<file path="config.mk">
export PLATFORM = sky130hd
export DESIGN_NAME = key_debounce_long_press
export DESIGN_NICKNAME = d
export VERILOG_FILES = /design/src/hw/rtl/kdlp_pkg.sv /design/src/hw/rtl/kdlp_front.sv /design/src/hw/rtl/kdlp_fifo.sv /design/src/hw/rtl/kdlp_back.sv /design/src/hw/rtl/key_debounce_long_press.sv
export SDC_FILE = /design/constraint.sdc
export NUM_CORES = 1
export LEC_CHECK = 0
export BUFFER_PORTS_ARGS = -buffer_cell sky130_fd_sc_hd__buf_4
export CORE_MARGIN = 2
export CORE_UTILIZATION = 60
export DETAILED_ROUTE_END_ITERATION = 16
export GPL_TIMING_DRIVEN = 1
export MAX_ROUTING_LAYER = met4
export PLACE_DENSITY_LB_ADDON = 0.1
export SLEW_MARGIN = 20
export SYNTH_ARGS = -nofsm -noshare
export SYNTH_HDL_FRONTEND = slang
export SYNTH_SLANG_ARGS = --single-unit
</file>
<file path="constraint.sdc">
create_clock -name clk_i -period 5.71 [get_ports clk_i]
set_input_delay 0.8565 -clock clk_i [delete_from_list [all_inputs] [get_ports clk_i]]
set_output_delay 0.8565 -clock clk_i [all_outputs]
set_load 0.05 [all_outputs]
</file>
<file path="src/hw/rtl/kdlp_pkg.sv">
// Shared types and constants for the key debouncer with long-press detection.
`timescale 1ns / 1ps
`default_nettype none

package kdlp_pkg;

  localparam int unsigned NumKeys  = 5;
  localparam int unsigned KeyIdxW  = 3;
  localparam int unsigned CfgDataW = 16;
  localparam int unsigned CfgIdxW  = 2;
  localparam int unsigned MaskW    = 5;

  localparam logic [CfgIdxW-1:0] CfgDebounce  = 2'd0;
  localparam logic [CfgIdxW-1:0] CfgLongPress = 2'd1;
  localparam logic [CfgIdxW-1:0] CfgActiveMsk = 2'd2;

  localparam logic [CfgDataW-1:0] DebounceRst  = 16'd20;
  localparam logic [CfgDataW-1:0] LongPressRst = 16'd1000;
  localparam logic [MaskW-1:0]    ActiveMskRst = 5'd30;

  typedef enum logic [4:0] {
    PhReleased = 5'b00001,
    PhPre      = 5'b00010,
    PhPressed  = 5'b00100,
    PhLong     = 5'b01000,
    PhPost     = 5'b10000
  } phase_e;

  typedef enum logic [1:0] {
    EvPressed  = 2'd0,
    EvLong     = 2'd1,
    EvReleased = 2'd2
  } evkind_e;

  typedef struct packed {
    logic [4:0]  key_levels;
    logic [31:0] now_ms;
  } poll_t;

  typedef struct packed {
    logic [1:0]         event_kind;
    logic [KeyIdxW-1:0] key_index;
    logic               last_event;
  } evt_t;

  // Events of one poll: a valid bit and a kind per key.
  typedef struct packed {
    logic [NumKeys-1:0]      valid;
    logic [NumKeys-1:0][1:0] kind;
  } rec_t;

endpackage

`default_nettype wire

</file>
<file path="src/hw/rtl/kdlp_front.sv">
// Front end: configuration registers, per-key phase machines and event classification.
`timescale 1ns / 1ps
`default_nettype none

module kdlp_front #(
  parameter int unsigned TickWidth = 32
) (
  input  wire                             clk_i,
  input  wire                             rst_ni,
  input  wire                             cfg_we_i,
  input  wire  [kdlp_pkg::CfgIdxW-1:0]    cfg_idx_i,
  input  wire  [kdlp_pkg::CfgDataW-1:0]   cfg_wdata_i,
  input  wire                             accept_i,
  input  kdlp_pkg::poll_t                 poll_i,
  output kdlp_pkg::rec_t                  rec_o,
  output logic                            rec_valid_o
);
  import kdlp_pkg::*;

  logic [CfgDataW-1:0]  deb_q, long_q;
  logic [MaskW-1:0]     mask_q;
  phase_e               phase_q [NumKeys];
  phase_e               phase_d [NumKeys];
  logic [TickWidth-1:0] start_q [NumKeys];
  logic [TickWidth-1:0] start_d [NumKeys];
  logic [TickWidth-1:0] elapsed [NumKeys];
  logic [NumKeys-1:0]   pressed, deb_gt, long_gt;
  logic [TickWidth-1:0] now;

  assign now = poll_i.now_ms[TickWidth-1:0];

  always_ff @(posedge clk_i or negedge rst_ni) begin
    if (!rst_ni) begin
      deb_q  <= DebounceRst;
      long_q <= LongPressRst;
      mask_q <= ActiveMskRst;
    end else if (cfg_we_i) begin
      unique case (cfg_idx_i)
        CfgDebounce:  deb_q  <= cfg_wdata_i;
        CfgLongPress: long_q <= cfg_wdata_i;
        CfgActiveMsk: mask_q <= cfg_wdata_i[MaskW-1:0];
        default: ;
      endcase
    end
  end

  always_comb begin
    for (int i = 0; i < NumKeys; i++) begin
      pressed[i] = (poll_i.key_levels[i] == mask_q[i]);
      elapsed[i] = now - start_q[i];
      deb_gt[i]  = elapsed[i] > TickWidth'(deb_q);
      long_gt[i] = elapsed[i] > TickWidth'(long_q);
      phase_d[i] = phase_q[i];
      start_d[i] = start_q[i];
      rec_o.valid[i] = 1'b0;
      rec_o.kind[i]  = EvPressed;
      unique case (phase_q[i])
        PhPre: begin
          if (!pressed[i]) begin
            phase_d[i] = PhReleased;
          end else if (deb_gt[i]) begin
            phase_d[i]     = PhPressed;
            start_d[i]     = now;
            rec_o.valid[i] = 1'b1;
            rec_o.kind[i]  = EvPressed;
          end
        end
        PhPressed: begin
          if (!pressed[i]) begin
            phase_d[i] = PhPost;
            start_d[i] = now;
          end else if (long_gt[i]) begin
            phase_d[i]     = PhLong;
            start_d[i]     = now;
            rec_o.valid[i] = 1'b1;
            rec_o.kind[i]  = EvLong;
          end
        end
        PhLong: begin
          if (!pressed[i]) begin
            phase_d[i] = PhPost;
            start_d[i] = now;
          end
        end
        PhPost: begin
          if (deb_gt[i]) begin
            phase_d[i]     = PhReleased;
            start_d[i]     = '0;
            rec_o.valid[i] = 1'b1;
            rec_o.kind[i]  = EvReleased;
          end
        end
        default: begin
          if (pressed[i]) begin
            phase_d[i] = PhPre;
            start_d[i] = now;
          end else begin
            phase_d[i] = PhReleased;
          end
        end
      endcase
    end
  end

  assign rec_valid_o = |rec_o.valid;

  always_ff @(posedge clk_i or negedge rst_ni) begin
    if (!rst_ni) begin
      for (int i = 0; i < NumKeys; i++) begin
        phase_q[i] <= PhReleased;
        start_q[i] <= '0;
      end
    end else if (accept_i) begin
      for (int i = 0; i < NumKeys; i++) begin
        phase_q[i] <= phase_d[i];
        start_q[i] <= start_d[i];
      end
    end
  end

  a_press_enters_pressed: assert property (@(posedge clk_i) disable iff (!rst_ni)
    accept_i && rec_o.valid[0] && rec_o.kind[0] == EvPressed |=> phase_q[0] == PhPressed)
    else $error("key 0 pressed event without entering pressed phase");

  a_release_clears_start: assert property (@(posedge clk_i) disable iff (!rst_ni)
    accept_i && rec_o.valid[0] && rec_o.kind[0] == EvReleased |=> start_q[0] == '0)
    else $error("key 0 released without clearing its start tick");

endmodule

`default_nettype wire

</file>
<file path="src/hw/rtl/kdlp_fifo.sv">
// Short queue of per-poll event records between front and back.
`timescale 1ns / 1ps
`default_nettype none

module kdlp_fifo #(
  parameter int unsigned Depth = 2
) (
  input  wire             clk_i,
  input  wire             rst_ni,
  input  wire             push_i,
  input  kdlp_pkg::rec_t  data_i,
  output logic            full_o,
  input  wire             pop_i,
  output kdlp_pkg::rec_t  data_o,
  output logic            empty_o
);
  import kdlp_pkg::*;

  localparam int unsigned PtrW = (Depth > 1) ? $clog2(Depth) : 1;
  localparam int unsigned CntW = $clog2(Depth + 1);

  rec_t            mem_q [Depth];
  logic [PtrW-1:0] wptr_q, rptr_q;
  logic [CntW-1:0] cnt_q;
  logic            do_push, do_pop;

  assign full_o  = (cnt_q == CntW'(Depth));
  assign empty_o = (cnt_q == '0);
  assign do_push = push_i && !full_o;
  assign do_pop  = pop_i && !empty_o;
  assign data_o  = mem_q[rptr_q];

  always_ff @(posedge clk_i) begin
    if (do_push) begin
      mem_q[wptr_q] <= data_i;
    end
  end

  always_ff @(posedge clk_i or negedge rst_ni) begin
    if (!rst_ni) begin
      wptr_q <= '0;
      rptr_q <= '0;
      cnt_q  <= '0;
    end else begin
      if (do_push) begin
        wptr_q <= (wptr_q == PtrW'(Depth - 1)) ? '0 : wptr_q + 1'b1;
      end
      if (do_pop) begin
        rptr_q <= (rptr_q == PtrW'(Depth - 1)) ? '0 : rptr_q + 1'b1;
      end
      if (do_push && !do_pop) begin
        cnt_q <= cnt_q + 1'b1;
      end else if (do_pop && !do_push) begin
        cnt_q <= cnt_q - 1'b1;
      end
    end
  end

  a_no_push_when_full: assert property (@(posedge clk_i) disable iff (!rst_ni)
    full_o && !pop_i |=> cnt_q == CntW'(Depth))
    else $error("record queue lost its fill level");

endmodule

`default_nettype wire

</file>
<file path="src/hw/rtl/kdlp_back.sv">
// Back end: serializes one poll's events in key order into the result register.
`timescale 1ns / 1ps
`default_nettype none

module kdlp_back (
  input  wire             clk_i,
  input  wire             rst_ni,
  input  kdlp_pkg::rec_t  rec_i,
  input  wire             rec_empty_i,
  output logic            rec_pop_o,
  output kdlp_pkg::evt_t  evt_o,
  output logic            empty_o,
  input  wire             pop_i
);
  import kdlp_pkg::*;

  logic [NumKeys-1:0]      rem_q, rem_d, lowest, rem_after;
  logic [NumKeys-1:0][1:0] kind_q, kind_d;
  logic                    out_valid_q, out_valid_d;
  evt_t                    out_q, out_d;
  logic                    load, emit;
  logic [KeyIdxW-1:0]      idx;
  logic [1:0]              kind_sel;

  assign lowest    = rem_q & (~rem_q + 1'b1);
  assign rem_after = rem_q & ~lowest;
  assign load      = !out_valid_q || pop_i;
  assign emit      = load && (rem_q != '0);
  assign rec_pop_o = !rec_empty_i && ((rem_q == '0) || (emit && rem_after == '0));

  always_comb begin
    idx      = '0;
    kind_sel = EvPressed;
    for (int i = 0; i < NumKeys; i++) begin
      if (lowest[i]) begin
        idx      = idx | KeyIdxW'(i);
        kind_sel = kind_sel | kind_q[i];
      end
    end
  end

  always_comb begin
    rem_d       = rem_q;
    kind_d      = kind_q;
    out_valid_d = out_valid_q;
    out_d       = out_q;
    if (emit) begin
      rem_d            = rem_after;
      out_valid_d      = 1'b1;
      out_d.event_kind = kind_sel;
      out_d.key_index  = idx;
      out_d.last_event = (rem_after == '0);
    end else if (load) begin
      out_valid_d = 1'b0;
    end
    if (rec_pop_o) begin
      rem_d  = rec_i.valid;
      kind_d = rec_i.kind;
    end
  end

  always_ff @(posedge clk_i or negedge rst_ni) begin
    if (!rst_ni) begin
      rem_q       <= '0;
      out_valid_q <= 1'b0;
    end else begin
      rem_q       <= rem_d;
      out_valid_q <= out_valid_d;
    end
  end

  always_ff @(posedge clk_i) begin
    kind_q <= kind_d;
    out_q  <= out_d;
  end

  assign evt_o   = out_q;
  assign empty_o = !out_valid_q;

  a_more_after_not_last: assert property (@(posedge clk_i) disable iff (!rst_ni)
    out_valid_q && !out_q.last_event |-> rem_q != '0)
    else $error("non-final event shown with no events left for the poll");

  a_record_has_events: assert property (@(posedge clk_i) disable iff (!rst_ni)
    rec_pop_o |-> rec_i.valid != '0)
    else $error("empty event record taken from queue");

endmodule

`default_nettype wire

</file>
<file path="src/hw/rtl/key_debounce_long_press.sv">
// Top level of the key debouncer with long-press detection.
//
//   channel  handshake               payload
//   poll     push / full             poll_i      (key_levels, now_ms)
//   event    empty / pop             evt_o       (event_kind, key_index, last_event)
//   config   cfg_we_i                cfg_idx_i, cfg_wdata_i
//
// A poll is taken whenever the record queue has room; all keys update at once.
// A poll with events enters a two-entry queue; the back end sends one event per cycle
// while the result port is popped, so a poll with k events (at most 5) shows them in turn.
// Its first event passes the record queue, the pending-key register and the result register.
// Reset puts every key in the released phase and loads the default registers.
// Polls keep flowing while results stall until the queue fills.
`timescale 1ns / 1ps
`default_nettype none

module key_debounce_long_press #(
  parameter int unsigned TickWidth = 32
) (
  input  wire                            clk_i,
  input  wire                            rst_ni,
  input  wire                            cfg_we_i,
  input  wire  [kdlp_pkg::CfgIdxW-1:0]   cfg_idx_i,
  input  wire  [kdlp_pkg::CfgDataW-1:0]  cfg_wdata_i,
  input  wire                            push,
  output logic                           full,
  input  kdlp_pkg::poll_t                poll_i,
  output logic                           empty,
  input  wire                            pop,
  output kdlp_pkg::evt_t                 evt_o
);
  import kdlp_pkg::*;

  rec_t rec_in, rec_out;
  logic rec_valid, rec_full, rec_empty, rec_pop, accept;

  assign accept = push && !rec_full;
  assign full   = rec_full;

  kdlp_front #(
    .TickWidth (TickWidth)
  ) u_front (
    .clk_i       (clk_i),
    .rst_ni      (rst_ni),
    .cfg_we_i    (cfg_we_i),
    .cfg_idx_i   (cfg_idx_i),
    .cfg_wdata_i (cfg_wdata_i),
    .accept_i    (accept),
    .poll_i      (poll_i),
    .rec_o       (rec_in),
    .rec_valid_o (rec_valid)
  );

  kdlp_fifo #(
    .Depth (2)
  ) u_fifo (
    .clk_i   (clk_i),
    .rst_ni  (rst_ni),
    .push_i  (accept && rec_valid),
    .data_i  (rec_in),
    .full_o  (rec_full),
    .pop_i   (rec_pop),
    .data_o  (rec_out),
    .empty_o (rec_empty)
  );

  kdlp_back u_back (
    .clk_i       (clk_i),
    .rst_ni      (rst_ni),
    .rec_i       (rec_out),
    .rec_empty_i (rec_empty),
    .rec_pop_o   (rec_pop),
    .evt_o       (evt_o),
    .empty_o     (empty),
    .pop_i       (pop)
  );

endmodule

`default_nettype wire
</file>
==> results.tsv, run 1 <==
stage	metric	value	unit
status	outcome	complete, no violations	
setup_path	cell mode on critical path	buf_4	
synthesis	ranking of synthesized cells by area	dfrtp_1 (21%), ha_1 (16%), mux2i_1 (5.9%), edfxtp_1 (5.5%), nand2_1 (5.1%)	
power_and_ir_drop	Power Density	677	mW/mm2
synthesis	sequential fraction of the synthesis area	28.7	%
setup_path	WP data required	6180	ps
sta	Final min period	5520	ps
sta	max_slew headroom	32.7	%
route	initial detailed-routing violation count	2417	
route	Post-Route WL	80.4	mm
sta	Hold Fails Final Rpt	0	
synthesis	most numerous cell in the Yosys netlist	nand2_1	
sta	f_max	0.181	GHz
sta	Final Cycle Share	96.6	%
synthesis	post-synthesis compound-gate area fraction	20.0	%
die	Rows	74	
synthesis	asr flop ratio synth	83.5	%
synthesis	Mapped Cells	2987	
die	io pins	68	
global_route	pin count of the biggest net entering global routing	127	
final_layout	nets	3623	
sta	Setup violations, final	0	
clock_tree	CTS buffer count	35	
global_route	initial antenna violation count	0	
placed_design	pre-CTS WS	-533	ps
route	via/cell ratio	6.39	
die	die width	209	um
clock_tree	Clk Tree Root Cell	clkbuf_16	
sta	Clock Skews	16.7	ps
synthesis	Mapped Area	0.0251	mm2
flow_run	MaxCap Viol Count	0	
synthesis	area leader, netlist	dfrtp_1	
setup_path	slowest stage cell, crit path	or4_4	
clock_tree	Clk pin slew, worst setup/hold paths	60	ps
power_and_ir_drop	Leak Pwr	13.8	nW
final_layout	fillers	3229	
clock_tree	TritonCTS clock tree	yes	
final_layout	n_diodes	0	
power_and_ir_drop	Tot Pwr	19.8	mW
global_route	first-pass GRT wire length	126	mm
setup_path	peak fanout along the critical path	3	
placed_design	DP HPWL	63.5	mm
route	DRC	0	
power_and_ir_drop	VDD IR max	407	uV
placed_design	GP Congestion	1.01	
synthesis	Distinct cells, synth	85	
synthesis	Simple-Gate Fraction of Synth Area	17.5	%
synthesis	Synth top area share	21.4	%
global_route	Total Routing Usage GR	37.4	%
clock_tree	CTS Buffer Depth	3	
die	Placeable Area	0.0411	mm2
route	post-route ant nets	0	
sta	final worst setup slack	194	ps
sta	Final Max Slew Viols	0	
synthesis	Synth warnings	0	
synthesis	Avg Cell Area, Syn	8.41	um2
synthesis	main combinational cell family by area after synthesis	compound AO/OA/AOI/OAI gates	
global_route	Remaining Overflow, GRT	0	
synthesis	Synth Flop Type	dfrtp_1	
synthesis	Adder-Cell Fraction of Synth Area	16.1	%
die	Starting Density	61.1	%
synthesis	xor/xnor share of the synthesized area	4.43	%
clock_tree	clock latency on the worst-skew pair	550	ps
sta	Slew @ Worst Pin	1010	ps
setup_path	CP startpoint kind	primary input	
synthesis	post-synthesis mux area share	8.05	%
synthesis	Post-synth EDFFs	46	
route	wire per inst	21.2	um
setup_path	crit path kind	primary input to flip-flop	
final_layout	Area growth syn-to-layout	16.6	%
route	total number of vias	24255	
setup_path	Critical Path AT	5990	ps
final_layout	fraction of layout cells with a size suffix above 1	15.4	%
placed_design	port bufs	67	
clock_tree	CTS Sinks	278	
synthesis	number of synthesized register bits	278	
die	DIE HEIGHT	209	um
route	drt pass-1 iters	5	
clock_tree	H-tree Lvls	2	
die	die footprint	0.0435	mm2
synthesis	synth cell count leaders	nand2_1 (342), ha_1 (316), a21oi_1 (248)	
clock_tree	Post-CTS Hold Fix Bufs	0	
setup_path	CP Capture Type	flip-flop	
global_route	vias in the first global route	23416	
setup_path	Crit path largest cell delay	570	ps
worst_hold_path	Hold WC Path Type	primary input to async pin	
synthesis	post-synth net total	3368	
path summary, 6_finish.rpt:
check                                     start                   to  slack [ps]  cells past startpoint
max                                   poll_i[0]      u_fifo.cnt_q[1]         190                     26
min                                      rst_ni    u_front.mask_q[0]         430                      1
min in group clk_i              u_fifo.cnt_q[1]      u_fifo.cnt_q[1]         500                      1
max reg2reg                u_front.start_q[129]      u_fifo.cnt_q[1]         410                     24
min reg2reg                     u_fifo.cnt_q[1]      u_fifo.cnt_q[1]         500                      1
max in group asynchronous                rst_ni  u_front.start_q[29]        4060                      2
layout by cell type (no fill, tap or decap), types with 10 or more instances in the layout:
cell type	n
nand2_1	342
ha_1	316
buf_4	302
a21oi_1	248
inv_1	245
dfrtp_1	215
o21ai_0	199
nor2_1	189
mux2i_1	148
nand3_1	79
nand4_1	78
xnor2_1	68
a21o_1	61
xor2_1	54
nor3_1	54
mux2_2	48
edfxtp_1	46
o21a_1	44
clkbuf_16	37
nor2b_1	31
nand2b_1	28
nor4_1	27
a31oi_1	25
o211ai_1	24
a211oi_1	20
o21bai_1	17
dfstp_2	17
and2_1	14
and3_1	13
or3_1	13
buf_12	12
a21boi_0	11
a211o_1	10
power breakdown:
| group | internal, mW | total [mW] | switching, mW |
|---|---|---|---|
| Sequential | 2.98 | 3.43 | 0.450 |
| Clock | 1.32 | 2.23 | 0.907 |
| Combinational | 6.00 | 14.2 | 8.18 |
metal layers:
| metal | global-route usage (%) | vias up | routed length (um) |
|---|---|---|---|
| met5 | - | - | 0 |
| met4 | 18.7 | 0 | 4520 |
| met3 | 4.36 | 246 | 5420 |
| met2 | 58.4 | 1065 | 36000 |
| met1 | 48.5 | 11618 | 34500 |
| li1 | - | 11326 | - |
timing repair:
item,CTS,global route
endpoints found under the setup margin,1,120
buffers inserted,0,2
resized for setup,1,36
pin swaps,0,15
worst max-delay path, delay by kind of cell:
| family | cells | cell delay [ps] |
|---|---|---|
| xor+xnor | 3 | 530 |
| compound gates | 8 | 1560 |
| fa+ha+maj | 3 | 700 |
| buf+inv | 6 | 820 |
| simple gates | 6 | 1510 |
kinds of logic (layout without fill, tap and decap cells):
family,Yosys count,count (layout)
fa+ha+maj,321,321
simple gates,926,926
mux,196,196
buf+inv,343,622
xor+xnor,127,127
flops,278,278
compound gates,796,796
stage by stage:
step / area (um2) / instances / hold slack [ps] / TNS, ps / utilization (%)
floorplan: 25100 / 2987 / 465 / -266 / -
global placement: 28000 / 3735 / 481 / -9420 / 68.0
detailed placement: 28000 / 3735 / 490 / -33550 / 68.0
CTS: 29100 / 3796 / 477 / 0 / 70.8
global route: 29300 / 3798 / 516 / -32.4 / 71.3
finish: 29300 / 3798 / 433 / 0 / 71.3
final cells by class:
cell class	count	area [um2]	area share, %
repair buffers	315	2520	8.61
well taps	532	666	2.27
flip-flops and latches	278	7210	24.6
multi-input cells	2366	16800	57.4
clock inverters	13	115	0.393
inverters	246	927	3.17
clock buffers	48	1040	3.54
sequential cells by signal (all words and copies together) (netlist names), 2 cells and up:
register / cells
u_front.start_q: 160
u_fifo.mem_q: 30
u_front.phase_q: 25
u_front.deb_q: 16
u_front.long_q: 16
u_back.kind_q: 10
u_back.evt_o: 6
u_back.rem_q: 5
u_front.mask_q: 5
u_fifo.cnt_q: 2
Power figures use the tool's default switching activity.
==> inputs of run 2 (changes only) <==
--- a/config.mk
+++ b/config.mk
@@ -12,7 +12,9 @@
 export GPL_TIMING_DRIVEN = 1
 export MAX_ROUTING_LAYER = met4
 export PLACE_DENSITY_LB_ADDON = 0.1
+export REMOVE_ABC_BUFFERS = 1
 export SLEW_MARGIN = 20
 export SYNTH_ARGS = -nofsm -noshare
 export SYNTH_HDL_FRONTEND = slang
+export SYNTH_HIERARCHICAL = 1
 export SYNTH_SLANG_ARGS = --single-unit
==> results.tsv, run 2 <==
stage	metric	value	unit
synthesis	Avg Cell Area, Syn	8.57	um2
clock_tree	clock latency on the worst-skew pair	550	ps
setup_path	CP startpoint kind	flip-flop	
flow_run	MaxCap Viol Count	0	
setup_path	cell mode on critical path	nand2_2	
sta	Slew @ Worst Pin	965	ps
final_layout	Largest register FFs	160	
sta	Clock Skews	15.7	ps
power_and_ir_drop	Seq pwr share	16.5	%
placed_design	placed inst area	0.0287	mm2
final_layout	n_diodes	0	
global_route	Total Routing Usage GR	38.7	%
sta	Final min period	5680	ps
synthesis	sequential fraction of the synthesis area	28.2	%
power_and_ir_drop	Leak Pwr	15.1	nW
setup_path	peak fanout along the critical path	2	
setup_path	Crit path largest cell delay	520	ps
sta	Final Max Slew Viols	0	
die	io pins	68	
synthesis	Post-synth EDFFs	46	
synthesis	Mapped Cells	2978	
die	Starting Density	60.9	%
global_route	Remaining Overflow, GRT	0	
synthesis	Synth top area share	21.1	%
sta	max_slew headroom	35.5	%
clock_tree	CTS Buffer Depth	3	
sta	Hold Fails Final Rpt	0	
power_and_ir_drop	combinational share of power	72.2	%
clock_tree	Post-CTS Hold Fix Bufs	0	
synthesis	synth cell count leaders	nand2_1 (351), ha_1 (316), a21oi_1 (235)	
setup_path	Critical Path AT	6140	ps
clock_tree	H-tree Lvls	2	
final_layout	fin area	0.0301	mm2
power_and_ir_drop	Power Density	679	mW/mm2
route	total number of vias	24418	
power_and_ir_drop	Pint	10.8	mW
clock_tree	TritonCTS clock tree	yes	
synthesis	Synth Flop Type	dfrtp_1	
route	DRC	0	
sta	f_max	0.176	GHz
clock_tree	CTS Sinks	278	
final_layout	fraction of layout cells with a size suffix above 1	18.0	%
final_layout	nets	3686	
synthesis	Distinct cells, synth	100	
placed_design	DP HPWL	65.0	mm
route	drt pass-1 iters	6	
status	outcome	complete, no violations	
global_route	initial antenna violation count	0	
synthesis	area leader, netlist	dfrtp_1	
synthesis	Mapped Area	0.0255	mm2
route	Post-Route WL	83.7	mm
setup_path	WP data required	6170	ps
die	Rows	75	
power_and_ir_drop	Tot Pwr	20.4	mW
route	wire per inst	21.6	um
sta	Setup violations, final	0	
global_route	first-pass GRT wire length	131	mm
placed_design	port bufs	67	
setup_path	CP Capture Type	flip-flop	
global_route	vias in the first global route	24094	
synthesis	asr flop ratio synth	83.5	%
power_and_ir_drop	VDD IR max	335	uV
synthesis	number of synthesized register bits	278	
final_layout	most frequent cells in the layout	buf_4 (379), nand2_1 (347), ha_1 (314)	
worst_hold_path	Hold WC Path Type	primary input to async pin	
die	DIE HEIGHT	210	um
clock_tree	CTS buffer count	35	
clock_tree	Clk pin slew, worst setup/hold paths	70	ps
sta	RSZ-0062 raised after global routing	yes	
synthesis	most numerous cell in the Yosys netlist	nand2_1	
route	initial detailed-routing violation count	2395	
final_layout	most common cell after layout, fill and taps aside	buf_4	
synthesis	ranking of synthesized cells by area	dfrtp_1 (21%), ha_1 (15%), mux2i_1 (6.5%), edfxtp_1 (5.4%), nand2_1 (5.2%)	
placed_design	GP Congestion	1.04	
power_and_ir_drop	Clk pwr share	11.3	%
power_and_ir_drop	NetSw	9.63	mW
die	die footprint	0.0442	mm2
route	post-route ant nets	0	
setup_path	crit path kind	flip-flop to flip-flop	
clock_tree	Clk Tree Root Cell	clkbuf_16	
final_layout	top flop regs	u_front/start_q: 160 flops, u_fifo/mem_q: 30 flops, u_front/phase_q: 25 flops	
global_route	pin count of the biggest net entering global routing	143	
final_layout	Area growth syn-to-layout	17.9	%
die	die width	210	um
power_and_ir_drop	Switching Fraction	47.1	%
die	Placeable Area	0.0419	mm2
final_layout	Top reg by flops	u_front/start_q	
setup_path	slowest stage cell, crit path	or4_1	
route	via/cell ratio	6.31	
synthesis	Synth warnings	6	
sta	Final Cycle Share	99.4	%
==> run 2: cell count changes after synthesis, moves of 12 or more <==
cell / previous run / this run
a21o_1: 61 / 105
o21a_1: 44 / 31
mux2i_1: 148 / 167
nand3_1: 79 / 39
a21oi_1: 248 / 235
o21ai_0: 202 / 171
nor2_1: 191 / 178
clkbuf_1: 83 / 64
inv_1: 246 / 234
==> run 2: power groups by stage <==
stage / Clock [mW] / Sequential, mW / Combinational (mW)
2_1_floorplan: 0 / 3.33 / 9.36
3_3_place_gp: 0 / 3.34 / 13.6
3_5_place_dp: 0 / 3.38 / 14.1
4_1_cts: 2.33 / 3.36 / 14.2
5_1_grt: 2.40 / 3.44 / 16.2
6_report: 2.31 / 3.37 / 14.8
==> run 2: path summary, 6_finish.rpt <==
path | from | endpoint | slack, ps | cells past startpoint
worst max-delay path | u_front/start_q[64] | u_fifo/cnt_q[1] | 30 | 28
max in group asynchronous | rst_ni | u_front/start_q[133] | 4070 | 2
worst min register to register | u_fifo/wptr_q | u_fifo/wptr_q | 500 | 1
worst max register to register | u_front/start_q[64] | u_fifo/cnt_q[1] | 30 | 28
min in group clk_i | u_fifo/wptr_q | u_fifo/wptr_q | 500 | 1
worst min-delay path | rst_ni | u_front/long_q[2] | 300 | 1
==> run 2: through the flow <==
stage / TNS, ps / utilization, % / hold slack (ps) / worst slack, ps / cells
global route: -756 / 71.8 / 363 / -143 / 3870
detailed placement: -11930 / 68.5 / 490 / -536 / 3800
global placement: -7080 / 68.5 / 488 / -393 / 3800
CTS: 0 / 71.3 / 342 / 61.8 / 3863
floorplan: -5920 / - / 460 / -181 / 2878
finish: 0 / 71.8 / 299 / 32.5 / 3870
==> run 2: logic make-up after synthesis <==
group                      share of synthesized area, %
and+or+nand+nor                                    16.9
AOI/OAI and AO/OA                                  19.7
buffers and inverters                              5.43
adders and majority gates                          15.9
DFF                                                28.2
muxes                                              9.68
xor gates and xnor gates                           4.25
==> run 2: worst max-delay path: cells and delay by family (launching register included) <==
family | cells | cell delay [ps]
AND/OR/NAND/NOR | 13 | 2470
XOR/XNOR | 3 | 460
flip-flops | 1 | 450
buffers and inverters | 1 | 50
adder cells (fa/ha/maj) | 4 | 1030
AO/OA/AOI/OAI | 7 | 1130
==> run 2: what timing repair did <==
| action | in CTS | in global routing |
|---|---|---|
| pin swaps | 0 | 28 |
| setup endpoints to repair | 2 | 32 |
| hold endpoints to repair | 0 | 0 |
| resized for setup | 1 | 45 |
| buffers inserted | 0 | 7 |
==> run 2: layout make-up <==
cell class,count,area [um2]
fillers,3255,11800
well taps,539,674
repair buffers,390,3050
clock buffers,52,1040
clock inverters,11,135
multi-input cells,2365,17100
inverters,235,882
flip-flops and latches,278,7210
==> run 2: per-layer routing <==
layer | wire (um) | up-vias | share of wire (%) | global-route usage, %
met4 | 3930 | 0 | 4.7 | 16.9
met3 | 6210 | 237 | 7.4 | 5.78
met2 | 37300 | 1001 | 45 | 60.3
li1 | - | 11450 | - | -
met1 | 36200 | 11730 | 43 | 50.5
met5 | 0 | - | 0 | -
